### config.mk
export PLATFORM = sky130hd
export DESIGN_NAME = decimal_to_fixed8_parser_core
export DESIGN_NICKNAME = d
export VERILOG_FILES = /design/src/rtl/d2f_pkg.sv /design/src/rtl/d2f_front.sv /design/src/rtl/d2f_queue.sv /design/src/rtl/d2f_back.sv /design/src/rtl/decimal_to_fixed8_parser_core.sv
export SDC_FILE = /design/constraint.sdc
export NUM_CORES = 2
export LEC_CHECK = 0
export ABC_AREA = 1
export BUFFER_PORTS_ARGS = -buffer_cell sky130_fd_sc_hd__buf_2
export CAP_MARGIN = 0
export CELL_PAD_IN_SITES_DETAIL_PLACEMENT = 1
export CELL_PAD_IN_SITES_GLOBAL_PLACEMENT = 2
export CORE_ASPECT_RATIO = 0.9
export CORE_MARGIN = 2
export CORE_UTILIZATION = 40
export CTS_CLUSTER_SIZE = 24
export DETAILED_ROUTE_END_ITERATION = 8
export GPL_TIMING_DRIVEN = 0
export PLACE_DENSITY = 0.91
export SETUP_SLACK_MARGIN = 0.1
export SYNTH_ARGS = -nofsm -noshare
export SYNTH_HDL_FRONTEND = slang
export SYNTH_SLANG_ARGS = --single-unit
### constraint.sdc
create_clock -name aclk -period 12.3 [get_ports aclk]
set_input_delay 1.23 -clock aclk [delete_from_list [all_inputs] [get_ports aclk]]
set_output_delay 1.23 -clock aclk [all_outputs]
set_load 0.1 [all_outputs]
### src/rtl/d2f_pkg.sv
// shared types, constants and elaboration helpers for the decimal to fixed-point parser
// no dependencies

package d2f_pkg;

    localparam int FRAC_DIGITS_DEF = 8;
    localparam int FIX_W = 63;
    localparam int QUEUE_DEPTH = 2;

    localparam logic [63:0] INT64_TOP = 64'h7FFF_FFFF_FFFF_FFFF;

    localparam logic [7:0] CHAR_ZERO = 8'h30;
    localparam logic [7:0] CHAR_NINE = 8'h39;
    localparam logic [7:0] CHAR_DOT  = 8'h2E;

    typedef enum logic [1:0] {
        CLS_NONE,
        CLS_DIGIT,
        CLS_DOT,
        CLS_OTHER
    } char_class_t;

    typedef struct packed {
        char_class_t cls;
        logic [3:0]  digit;
        logic        last;
    } char_item_t;

    typedef enum logic [1:0] {
        PH_INT  = 2'b01,
        PH_FRAC = 2'b10
    } phase_t;

    function automatic logic [63:0] pow10(input int n);
        logic [63:0] p;
        int i;
        p = 64'd1;
        for (i = 0; i < n; i++) begin
            p = p * 64'd10;
        end
        return p;
    endfunction

    function automatic int bits_for(input logic [63:0] v);
        int n;
        int i;
        n = 1;
        for (i = 1; i < 64; i++) begin
            if ((v >> i) != 64'd0) begin
                n = i + 1;
            end
        end
        return n;
    endfunction

endpackage

### src/rtl/d2f_front.sv
// front end: classifies one input character into digit, dot, other or none
// depends on d2f_pkg

module d2f_front import d2f_pkg::*; (
    input  logic [7:0] char_byte,
    input  logic       char_valid,
    input  logic       last,
    output char_item_t item
);

    always_comb begin
        item.last  = last;
        item.digit = 4'(char_byte - CHAR_ZERO);
        priority if (!char_valid) begin
            item.cls = CLS_NONE;
        end else if (char_byte >= CHAR_ZERO && char_byte <= CHAR_NINE) begin
            item.cls = CLS_DIGIT;
        end else if (char_byte == CHAR_DOT) begin
            item.cls = CLS_DOT;
        end else begin
            item.cls = CLS_OTHER;
        end
    end

endmodule

### src/rtl/d2f_queue.sv
// short queue of classified characters between front end and back end
// depends on d2f_pkg

module d2f_queue import d2f_pkg::*; (
    input  logic       aclk,
    input  logic       aresetn,
    input  logic       push,
    input  char_item_t push_item,
    output logic       full,
    input  logic       pop,
    output logic       q_valid,
    output char_item_t head
);

    localparam int PTR_W = (QUEUE_DEPTH > 1) ? $clog2(QUEUE_DEPTH) : 1;
    localparam int CNT_W = $clog2(QUEUE_DEPTH + 1);

    char_item_t       entries_reg [QUEUE_DEPTH];
    logic [PTR_W-1:0] wr_ptr_reg, wr_ptr_next;
    logic [PTR_W-1:0] rd_ptr_reg, rd_ptr_next;
    logic [CNT_W-1:0] count_reg, count_next;

    assign full    = (count_reg == CNT_W'(QUEUE_DEPTH));
    assign q_valid = (count_reg != '0);
    assign head    = entries_reg[rd_ptr_reg];

    always_comb begin
        wr_ptr_next = wr_ptr_reg;
        rd_ptr_next = rd_ptr_reg;
        count_next  = count_reg;
        if (push) begin
            wr_ptr_next = (wr_ptr_reg == PTR_W'(QUEUE_DEPTH - 1)) ? '0 : wr_ptr_reg + PTR_W'(1);
        end
        if (pop) begin
            rd_ptr_next = (rd_ptr_reg == PTR_W'(QUEUE_DEPTH - 1)) ? '0 : rd_ptr_reg + PTR_W'(1);
        end
        if (push && !pop) begin
            count_next = count_reg + CNT_W'(1);
        end else if (pop && !push) begin
            count_next = count_reg - CNT_W'(1);
        end
    end

    always_ff @(posedge aclk) begin
        if (!aresetn) begin
            wr_ptr_reg <= '0;
            rd_ptr_reg <= '0;
            count_reg  <= '0;
        end else begin
            wr_ptr_reg <= wr_ptr_next;
            rd_ptr_reg <= rd_ptr_next;
            count_reg  <= count_next;
        end
    end

    always_ff @(posedge aclk) begin
        if (push) begin
            entries_reg[wr_ptr_reg] <= push_item;
        end
    end

endmodule

### src/rtl/d2f_back.sv
// back end: accumulates digits, then scales, range-checks and registers the result
// depends on d2f_pkg

module d2f_back import d2f_pkg::*; #(
    parameter int FRAC_DIGITS = FRAC_DIGITS_DEF
) (
    input  logic             aclk,
    input  logic             aresetn,
    input  logic             q_valid,
    input  char_item_t       head,
    output logic             pop,
    input  logic             m_ready,
    output logic             m_valid,
    output logic [FIX_W-1:0] m_fixed_value,
    output logic             m_parse_ok
);

    localparam logic [63:0] SCALE      = pow10(FRAC_DIGITS);
    localparam logic [63:0] INT_LIMIT  = INT64_TOP / SCALE;
    localparam logic [63:0] FRAC_LIMIT = INT64_TOP % SCALE;
    localparam int INT_W   = bits_for(INT_LIMIT * 64'd10 + 64'd9);
    localparam int FRAC_W  = bits_for(SCALE - 64'd1);
    localparam int SCALE_W = bits_for(SCALE);
    localparam int CNT_W   = bits_for(64'(FRAC_DIGITS));
    localparam int PROD_W  = INT_W + SCALE_W;
    localparam int PADP_W  = FRAC_W + SCALE_W;

    localparam logic [INT_W-1:0]   INT_LIM_N  = INT_W'(INT_LIMIT);
    localparam logic [FRAC_W-1:0]  FRAC_LIM_N = FRAC_W'(FRAC_LIMIT);
    localparam logic [SCALE_W-1:0] SCALE_N    = SCALE_W'(SCALE);

    // parse state
    logic [INT_W-1:0]  int_reg, int_next, ex_int;
    logic [FRAC_W-1:0] frac_reg, frac_next, ex_frac;
    logic [CNT_W-1:0]  cnt_reg, cnt_next, ex_cnt;
    logic              seen_reg, seen_next, ex_seen;
    logic              err_reg, err_next, ex_err;
    phase_t            phase_reg, phase_next, ex_phase;

    logic advance;
    logic fin;
    logic ex_ok;

    // pipeline
    logic              p1_valid_reg, p1_ok_reg;
    logic [INT_W-1:0]  p1_int_reg;
    logic [FRAC_W-1:0] p1_frac_reg;
    logic [CNT_W-1:0]  p1_cnt_reg;

    logic              p2_valid_reg, p2_ok_reg, p2_int_gt_reg, p2_int_eq_reg;
    logic [PROD_W-1:0] p2_int_scaled_reg;
    logic [FRAC_W-1:0] p2_frac_pad_reg;

    logic              m_valid_reg, m_parse_ok_reg;
    logic [FIX_W-1:0]  m_fixed_value_reg;

    logic [SCALE_W-1:0] pad_tab [2**CNT_W];
    logic [PROD_W-1:0]  int_prod;
    logic [PADP_W-1:0]  pad_prod;
    logic               frac_gt;
    logic               ok_final;

    genvar k;
    generate
        for (k = 0; k < 2**CNT_W; k++) begin : g_pad
            localparam logic [SCALE_W-1:0] PAD_K =
                (k <= FRAC_DIGITS) ? SCALE_W'(pow10(FRAC_DIGITS - k)) : SCALE_W'(1);
            assign pad_tab[k] = PAD_K;
        end
    endgenerate

    assign advance = !m_valid_reg || m_ready;
    assign pop     = q_valid && (!head.last || advance);
    assign fin     = pop && head.last;

    // character update
    always_comb begin
        ex_int   = int_reg;
        ex_frac  = frac_reg;
        ex_cnt   = cnt_reg;
        ex_seen  = seen_reg;
        ex_err   = err_reg;
        ex_phase = phase_reg;
        if (pop && head.cls != CLS_NONE && !err_reg) begin
            unique case (phase_reg)
                PH_INT: begin
                    unique case (head.cls)
                        CLS_DIGIT: begin
                            if (int_reg > INT_LIM_N) begin
                                ex_err = 1'b1;
                            end else begin
                                ex_int  = (int_reg << 3) + (int_reg << 1) + INT_W'(head.digit);
                                ex_seen = 1'b1;
                            end
                        end
                        CLS_DOT: begin
                            if (!seen_reg) begin
                                ex_err = 1'b1;
                            end else begin
                                ex_phase = PH_FRAC;
                            end
                        end
                        default: ex_err = 1'b1;
                    endcase
                end
                PH_FRAC: begin
                    if (head.cls == CLS_DIGIT) begin
                        if (cnt_reg >= CNT_W'(FRAC_DIGITS)) begin
                            ex_err = 1'b1;
                        end else begin
                            ex_frac = (frac_reg << 3) + (frac_reg << 1) + FRAC_W'(head.digit);
                            ex_cnt  = cnt_reg + CNT_W'(1);
                        end
                    end else begin
                        ex_err = 1'b1;
                    end
                end
                default: ex_err = 1'b1;
            endcase
        end
        ex_ok = !ex_err && ex_seen && !(ex_phase == PH_FRAC && ex_cnt == '0);
    end

    // end of string returns to the idle parse state
    always_comb begin
        if (fin) begin
            int_next   = '0;
            frac_next  = '0;
            cnt_next   = '0;
            seen_next  = 1'b0;
            err_next   = 1'b0;
            phase_next = PH_INT;
        end else begin
            int_next   = ex_int;
            frac_next  = ex_frac;
            cnt_next   = ex_cnt;
            seen_next  = ex_seen;
            err_next   = ex_err;
            phase_next = ex_phase;
        end
    end

    assign int_prod = PROD_W'(p1_int_reg) * PROD_W'(SCALE_N);
    assign pad_prod = PADP_W'(p1_frac_reg) * PADP_W'(pad_tab[p1_cnt_reg]);

    assign frac_gt  = (p2_frac_pad_reg > FRAC_LIM_N);
    assign ok_final = p2_ok_reg && !p2_int_gt_reg && !(p2_int_eq_reg && frac_gt);

    always_ff @(posedge aclk) begin
        if (!aresetn) begin
            int_reg      <= '0;
            frac_reg     <= '0;
            cnt_reg      <= '0;
            seen_reg     <= 1'b0;
            err_reg      <= 1'b0;
            phase_reg    <= PH_INT;
            p1_valid_reg <= 1'b0;
            p2_valid_reg <= 1'b0;
            m_valid_reg  <= 1'b0;
        end else begin
            int_reg   <= int_next;
            frac_reg  <= frac_next;
            cnt_reg   <= cnt_next;
            seen_reg  <= seen_next;
            err_reg   <= err_next;
            phase_reg <= phase_next;
            if (advance) begin
                p1_valid_reg <= fin;
                p2_valid_reg <= p1_valid_reg;
                m_valid_reg  <= p2_valid_reg;
            end
        end
    end

    always_ff @(posedge aclk) begin
        if (advance) begin
            p1_ok_reg         <= ex_ok;
            p1_int_reg        <= ex_int;
            p1_frac_reg       <= ex_frac;
            p1_cnt_reg        <= ex_cnt;
            p2_ok_reg         <= p1_ok_reg;
            p2_int_scaled_reg <= int_prod;
            p2_frac_pad_reg   <= pad_prod[FRAC_W-1:0];
            p2_int_gt_reg     <= (p1_int_reg > INT_LIM_N);
            p2_int_eq_reg     <= (p1_int_reg == INT_LIM_N);
            m_parse_ok_reg    <= ok_final;
            m_fixed_value_reg <= ok_final ?
                FIX_W'(p2_int_scaled_reg) + FIX_W'(p2_frac_pad_reg) : '0;
        end
    end

    assign m_valid       = m_valid_reg;
    assign m_fixed_value = m_fixed_value_reg;
    assign m_parse_ok    = m_parse_ok_reg;

endmodule

### src/rtl/decimal_to_fixed8_parser_core.sv
// top level of the decimal string to fixed-point parser
// depends on d2f_pkg, d2f_front, d2f_queue, d2f_back

// usage:
//   the s_ channel takes one request per character: s_char_byte with
//   s_char_valid, and s_last on the final character of a string. a request
//   with s_char_valid low adds nothing; with s_last high it still ends the string.
//   the m_ channel gives one result per string: m_parse_ok and m_fixed_value,
//   the value times 10^FRAC_DIGITS, zero when the string is rejected.
//   throughput: one request per cycle while s_ready is high, set by the
//   times-ten accumulator update in the back end.
//   the result shows on m_valid once the last request has passed the
//   queue, parse, scaling multiply, and add and range check registers.
//   a stalled m_ready holds the result register and the scaling pipeline;
//   characters that do not end a string keep draining from the two-entry
//   queue, and s_ready drops only once the queue is full.
//   reset (aresetn low, synchronous) empties the queue and pipeline and
//   returns the parser to the start of a string.

module decimal_to_fixed8_parser_core import d2f_pkg::*; #(
    parameter int FRAC_DIGITS = FRAC_DIGITS_DEF
) (
    input  logic             aclk,
    input  logic             aresetn,
    input  logic             s_valid,
    output logic             s_ready,
    input  logic [7:0]       s_char_byte,
    input  logic             s_char_valid,
    input  logic             s_last,
    output logic             m_valid,
    input  logic             m_ready,
    output logic [FIX_W-1:0] m_fixed_value,
    output logic             m_parse_ok
);

    char_item_t front_item;
    char_item_t head;
    logic       q_full;
    logic       q_valid;
    logic       pop;
    logic       push;

    assign s_ready = !q_full;
    assign push    = s_valid && s_ready;

    d2f_front u_front (
        .char_byte  (s_char_byte),
        .char_valid (s_char_valid),
        .last       (s_last),
        .item       (front_item)
    );

    d2f_queue u_queue (
        .aclk      (aclk),
        .aresetn   (aresetn),
        .push      (push),
        .push_item (front_item),
        .full      (q_full),
        .pop       (pop),
        .q_valid   (q_valid),
        .head      (head)
    );

    d2f_back #(
        .FRAC_DIGITS (FRAC_DIGITS)
    ) u_back (
        .aclk          (aclk),
        .aresetn       (aresetn),
        .q_valid       (q_valid),
        .head          (head),
        .pop           (pop),
        .m_ready       (m_ready),
        .m_valid       (m_valid),
        .m_fixed_value (m_fixed_value),
        .m_parse_ok    (m_parse_ok)
    );

endmodule

### Word level (Yosys, flattened, before mapping)

Memories as Yosys holds them, arrays and structs flattened. A register that Yosys moved wholly into a read port is not among the register bits.
Index checks and enable logic that the tools add are counted.

| word-level totals | value |
|---|---|
| flip-flop bits (word level) | 303 |
| memory bits (writable) | 14 |
| memory bits (read-only) | 432 |
| output and inout bits | 66 |
| logic and storage cells | 126 |
| memories kept | 2 |

Memories:

| memory | depth | width | read ports | clocked after memory_dff | wr ports | line | RTL |
|---|---|---|---|---|---|---|---|
| (no name shown) | 16 | 27 | 1 | 0 | 0 | d2f_back.sv:144 | `assign pad_prod = PADP_W'(p1_frac_reg) * PADP_W'(pad_tab[p1_cnt_reg]);` |
| u_queue.entries_reg | 2 | 7 | 1 | 1 | 1 | d2f_queue.sv:18 | `char_item_t entries_reg [QUEUE_DEPTH];` |

| operators by class | value |
|---|---|
| $add $sub $neg | 11 |
| multipliers | 2 |
| magnitude comparators | 7 |
| equal/unequal tests | 8 |
| mux-type cells | 40 |
| bitwise gates (word level) | 2 |
| reduce and logical (&&, ||, !) cells | 31 |

Operators with widths:

| kind | number |
|---|---|
| 27-bit two-way mux | 6 |
| 40-bit two-way mux | 4 |
| 40-bit by 37-bit > comparator with 1-bit output (second input constant) | 2 |
| 63-bit by 27-bit adder with 63-bit output | 1 |
| 40-bit by 19-bit multiplier with 55-bit output (second input constant) | 1 |
| 40-bit by 4-bit adder with 40-bit output | 1 |
| 40-bit adder | 1 |
| 40-bit by 37-bit equality test with 1-bit output (second input constant) | 1 |
| 27-bit adder | 1 |
| 27-bit by 4-bit adder with 27-bit output | 1 |
| 27-bit by 26-bit > comparator with 1-bit output (second input constant) | 1 |
| 27-bit by 27-bit multiplier with 27-bit output | 1 |
| 1-bit two-way mux | 16 |
| 2-bit two-way mux | 8 |
| 4-bit two-way mux | 4 |
| 1-bit logical AND | 14 |
| 1-bit zero test | 10 |
| 2-bit equality test (second input constant) | 4 |
| 8-bit by 6-bit equality test with 1-bit output (second input constant) | 1 |
| 8-bit by 6-bit greater-or-equal comparator with 1-bit output (second input constant) | 1 |
| 8-bit by 6-bit <= comparator with 1-bit output (second input constant) | 1 |
| 2-bit nonzero test | 3 |
| 5-bit greater-or-equal comparator (second input constant) | 1 |
| 4-bit NOT with 5-bit output | 1 |
| other kinds (12) | 16 |

### Depth between registers and ports, before layout

| depth | value |
|---|---|
| word-level depth | 11 |
| mapped depth | 35 |
| gate-level depth less buffers | 34 |

### Cells and area by module

From an unflattened synthesis, not the netlist that was laid out.

| second synthesis, totals | value |
|---|---|
| cells, all modules | 5113 |
| area total of the unflattened synthesis | 43950.9 um^2 |

By module, submodules not included:

| module | times used | cells an instance | area an instance (um^2) | seq. area each (um^2) |
|---|---|---|---|---|
| d2f_back | 1 | 5032 | 43087.6 | 8197.9 |
| d2f_queue | 1 | 55 | 739.5 | 520.5 |
| d2f_front | 1 | 23 | 110.1 | 0.0 |
| decimal_to_fixed8_parser_core | 1 | 3 | 13.8 | 0.0 |

### Worst setup path before layout

Ideal clock, no wire load.

| path | value |
|---|---|
| path kind | register to register |
| start point | register u_back.p1_cnt_reg[0] |
| end point | register u_back.p2_frac_pad_reg[24], data pin |
| setup time | 264 ps |
| arrival | 6491 ps |
| required time | 12036 ps |
| path slack | 5545 ps |
| stages on the path, launching flop included | 26 |
| buffers on the path | 1 |
| cells stage by stage | edfxtp_1 inv_1 ha_1 nand3_4 o21ai_2 clkinv_1 clkbuf_1 nor2_1 fa_1 inv_1 fa_1 fa_1 fa_1 fa_1 inv_1 fa_1 inv_1 fa_1 inv_1 ha_1 nand2_1 nor4_1 nand4_1 nand3_1 a31oi_1 xor2_1 |

| on the way | value |
|---|---|
| cells in the longest elaborated chain, start to end | 5 |

RTL lines:

| what | line | RTL |
|---|---|---|
| start, declared | d2f_back.sv:48 | `logic [CNT_W-1:0] p1_cnt_reg;` |
| start signal, assigned | d2f_back.sv:180 | `p1_cnt_reg <= ex_cnt;` |
| 4-bit NOT with 5-bit output (not written as such) | d2f_back.sv:144 |  |
| memory 16 x 27 bit | -- |  |
| 27-bit two-way mux (not written as such) (2 in a row) | d2f_back.sv:144 |  |
| 27-bit by 27-bit multiplier with 27-bit output | d2f_back.sv:144 |  |
| via u_back.pad_prod[24] | d2f_back.sv:59 | `logic [PADP_W-1:0] pad_prod;` |
| end signal, assigned | d2f_back.sv:183 | `p2_frac_pad_reg <= pad_prod[FRAC_W-1:0];` |
| end, declared | d2f_back.sv:52 | `logic [FRAC_W-1:0] p2_frac_pad_reg;` |

The timed path passes the listed nets, and every way through them passes these cells. The select of a mux whose other input is x is not followed.
A chain may end at the register's enable or synchronous reset.

### Worst setup path after layout

| path | value |
|---|---|
| start point | register u_back.p1_cnt_reg[0] |
| end point | register u_back.p2_frac_pad_reg[26], data pin |

Same word-level chain as after synthesis.

==> flow_metrics.tcl <==
set metrics [dict create \
    outcome "finished clean" \
    met1_length_mm 62.1 \
    r2r-end "u_back.p2_frac_pad_reg[26]" \
    max_slew_margin_pct 13.1 \
    ff2ff_path_depth 26 \
    die_w_microns 355 \
    cts_tree "yes" \
    cp.arrival_ns 9.18 \
    slew_violations 0 \
    coreArea_sq_um 111000 \
    min_from "u_back.p1_ok_reg" \
    p_leak_uw 0.0249 \
    ys_seq_elements 318 \
    cts_buffers 38 \
    period_needed_ns 8.88 \
    grt_pass1_wl_mm 217 \
    critPathKind "reg -> reg" \
    drt-total-wl_mm 136 \
    synth_ff_type "edfxtp_1" \
    synth-warning-count 0 \
    antenna_found_initial 1 \
    num_antenna_cells 0 \
    critical-path-max-stage-delay_ns 0.58 \
    post_cts_resized 0 \
    viasPerCell 5.09 \
    synth.most_common_cell "inv_1" \
    die_h_microns 320 \
    crit_cells 26 \
    dp_hpwl_mm 118 \
    synthesis.area_sq_um 44500 \
    hold_depth 0 \
    grt_pass1_vias 38800 \
    dr_wl_met2_mm 63.9 \
    tns_ns 0 \
    worstPathRequired_ns 12.60 \
    clk_path_buf_depth 3 \
    clkTransAtPathRegs_ns 0.06 \
    path_common_cell "fa_1" \
    globalplace.congestion 0.931 \
    wl_per_cell_microns 19.8 \
    vias 35100 \
    pin_count 80 \
    dr_wl_met3_mm 6.88 \
    synth_area_leader_cell "fa_1" \
    hold_buffers 0 \
    setup_viol 0 \
    ant_nets 0 \
    async_flop_share_pct 0 \
    die-area_sq_um 114000 \
    irDropWorstVdd_v 0.000195 \
    timing.rr.start "u_back.p1_cnt_reg[0]" \
    min_path_type "reg -> reg" \
    cp-end-kind "flop" \
    ys_top_cells_by_count "inv_1, nand2_1, fa_1, ha_1, nor2_1" \
    largest_reg_flops 63 \
    start_util_pct 40.1 \
    cp_slowest_cell "clkinv_1" \
    yosysSeqAreaShare_pct 19.6 \
    fillers 13400 \
    ctsHtreeMaxLevel 2 \
    synthDistinctLibCells 57 \
    cts.sinks 318 \
    min_to "u_back.p2_ok_reg" \
    first_pass_iters 5 \
    drive_gt1_share_pct 4.06 \
    drc_errors 0 \
    grt_use_total_pct 24.5 \
    worst_clock_skew_ns 0.0360 \
    cts_root_buf "clkbuf_16" \
    nets 6538 \
    grt_overflow 0 \
    final-hold-violation-count 0 \
    powerDensity_nw_per_um2 210 \
    crit_buf_inv 7 \
    clock.fmax_ghz 0.113 \
    rows 116 \
    rsz0062_at_grt "false" \
    io_buffers 79 \
    critPathLaunchType "flop" \
    drt_iter0_drc 2123 \
    fin_crit_sh_pct 72.2 \
    grt_max_degree 143 \
    path_max_fanout 10 \
    netlist_instances 5271 \
    synth_fp_nets 6418 \
    syn2layout_area_growth_pct 7.80 \
    final_util_pct 43.3 \
    synth_edf_count 235 \
    top_layer_used "met4" \
    maxCapViolations 0 \
    worst_slew_pin_slew_ns 1.30 \
    postCtsSetupBuffers 0 \
    cp_top_family "adder cells" \
    reg2reg_slack_ns 3.42 \
    synth.top_cell.area_share_pct 28.5 \
    synth.area.top_cells "fa_1, edfxtp_1, ha_1" \
    clock_latency_ns 0.61 \
    avgSynthCellArea_sq_um 8.43 \
]
-- cell usage in the layout (no fill, tap or decap), types with 58 or more instances in the layout --
cell / Yosys / final
dfxtp_1: 83 / 83
nand2_1: 814 / 814
nand3_1: 155 / 155
edfxtp_1: 235 / 235
buf_2: 12 / 91
inv_1: 1369 / 1368
ha_1: 499 / 499
fa_1: 634 / 634
nor3_1: 58 / 58
a21oi_1: 262 / 262
nor2_1: 492 / 492
o21ai_0: 179 / 179
xor2_1: 93 / 93
-- worst reg2reg max path, cell delays in order (launching register included) --
cell and delay, ns:
edfxtp_1 0.57, inv_1 0.28, ha_1 0.46, nand3_4 0.11
o21ai_2 0.20, clkinv_1 0.58, clkbuf_1 0.50, nor2_1 0.24
fa_1 0.44, inv_1 0.09, fa_1 0.45, fa_1 0.54
fa_1 0.54, inv_1 0.06, fa_1 0.49, fa_1 0.50
inv_1 0.05, fa_1 0.47, inv_1 0.05, ha_1 0.36
nand2_1 0.13, nor4_1 0.52, nand4_1 0.20, nand3_1 0.29
a21oi_1 0.21, nand2_1 0.11, nand2_1 0.15
-- worst max-delay path by stage --
| stage | startpoint | to |
|---|---|---|
| 3_3_place_gp | u_back.p1_cnt_reg[0] | u_back.p2_frac_pad_reg[26] |
| 4_1_cts | u_back.p1_cnt_reg[0] | u_back.p2_frac_pad_reg[25] |
| 3_5_place_dp | u_back.p1_cnt_reg[0] | u_back.p2_frac_pad_reg[25] |
| 2_1_floorplan | u_back.p1_cnt_reg[0] | u_back.p2_frac_pad_reg[24] |
| 5_1_grt | u_back.p1_cnt_reg[0] | u_back.p2_frac_pad_reg[26] |
| 6_report | u_back.p1_cnt_reg[0] | u_back.p2_frac_pad_reg[26] |
-- final cells by class --
class,count,area (sq um),area share [%]
repair buffers,80,423,0.882
plain buffers,64,304,0.634
inverters,1385,5210,10.9
clock inverters,22,163,0.339
multi-input cells,3504,30200,63.1
flip-flops and latches,318,8720,18.2
clock buffers,48,1030,2.15
well taps,1475,1850,3.85
-- per-layer routing --
layer | track usage, % | vias up
met5 | 0 | -
met4 | 6.53 | 0
met3 | 3.28 | 195
met2 | 41.1 | 766
met1 | 33.3 | 17700
li1 | - | 16500
-- cell families (layout without fill, tap and decap cells) --
| family | Yosys count | after routing | share of synthesized area, % |
|---|---|---|---|
| compound gates | 571 | 571 | 7.09 |
| flops | 318 | 318 | 19.6 |
| buf+inv | 1449 | 1599 | 12.4 |
| xor+xnor | 131 | 131 | 2.58 |
| fa+ha+maj | 1133 | 1133 | 42.6 |
| simple gates | 1665 | 1665 | 15.7 |
| mux | 4 | 4 | 0.0985 |
-- per-stage QoR --
step | setup WS [ns] | power (uW) | area (sq um) | std cells | hold slack (ns)
floorplan | 5.55 | 6760 | 44500 | 5271 | 0.400
global placement | 3.70 | 8690 | 46700 | 6825 | 0.407
detailed placement | 3.59 | 8950 | 46700 | 6826 | 0.444
CTS | 3.52 | 10100 | 47900 | 6896 | 0.415
global route | 3.16 | 11100 | 47900 | 6896 | 0.429
finish | 3.42 | 10100 | 47900 | 6896 | 0.430
-- power breakdown --
group / internal, uW / leakage, uW / switching (uW)
Sequential: 1600 / 0.00343 / 245
Combinational: 2400 / 0.0209 / 4720
Clock: 606 / 0.000571 / 485
Power figures use the tool's default switching activity.
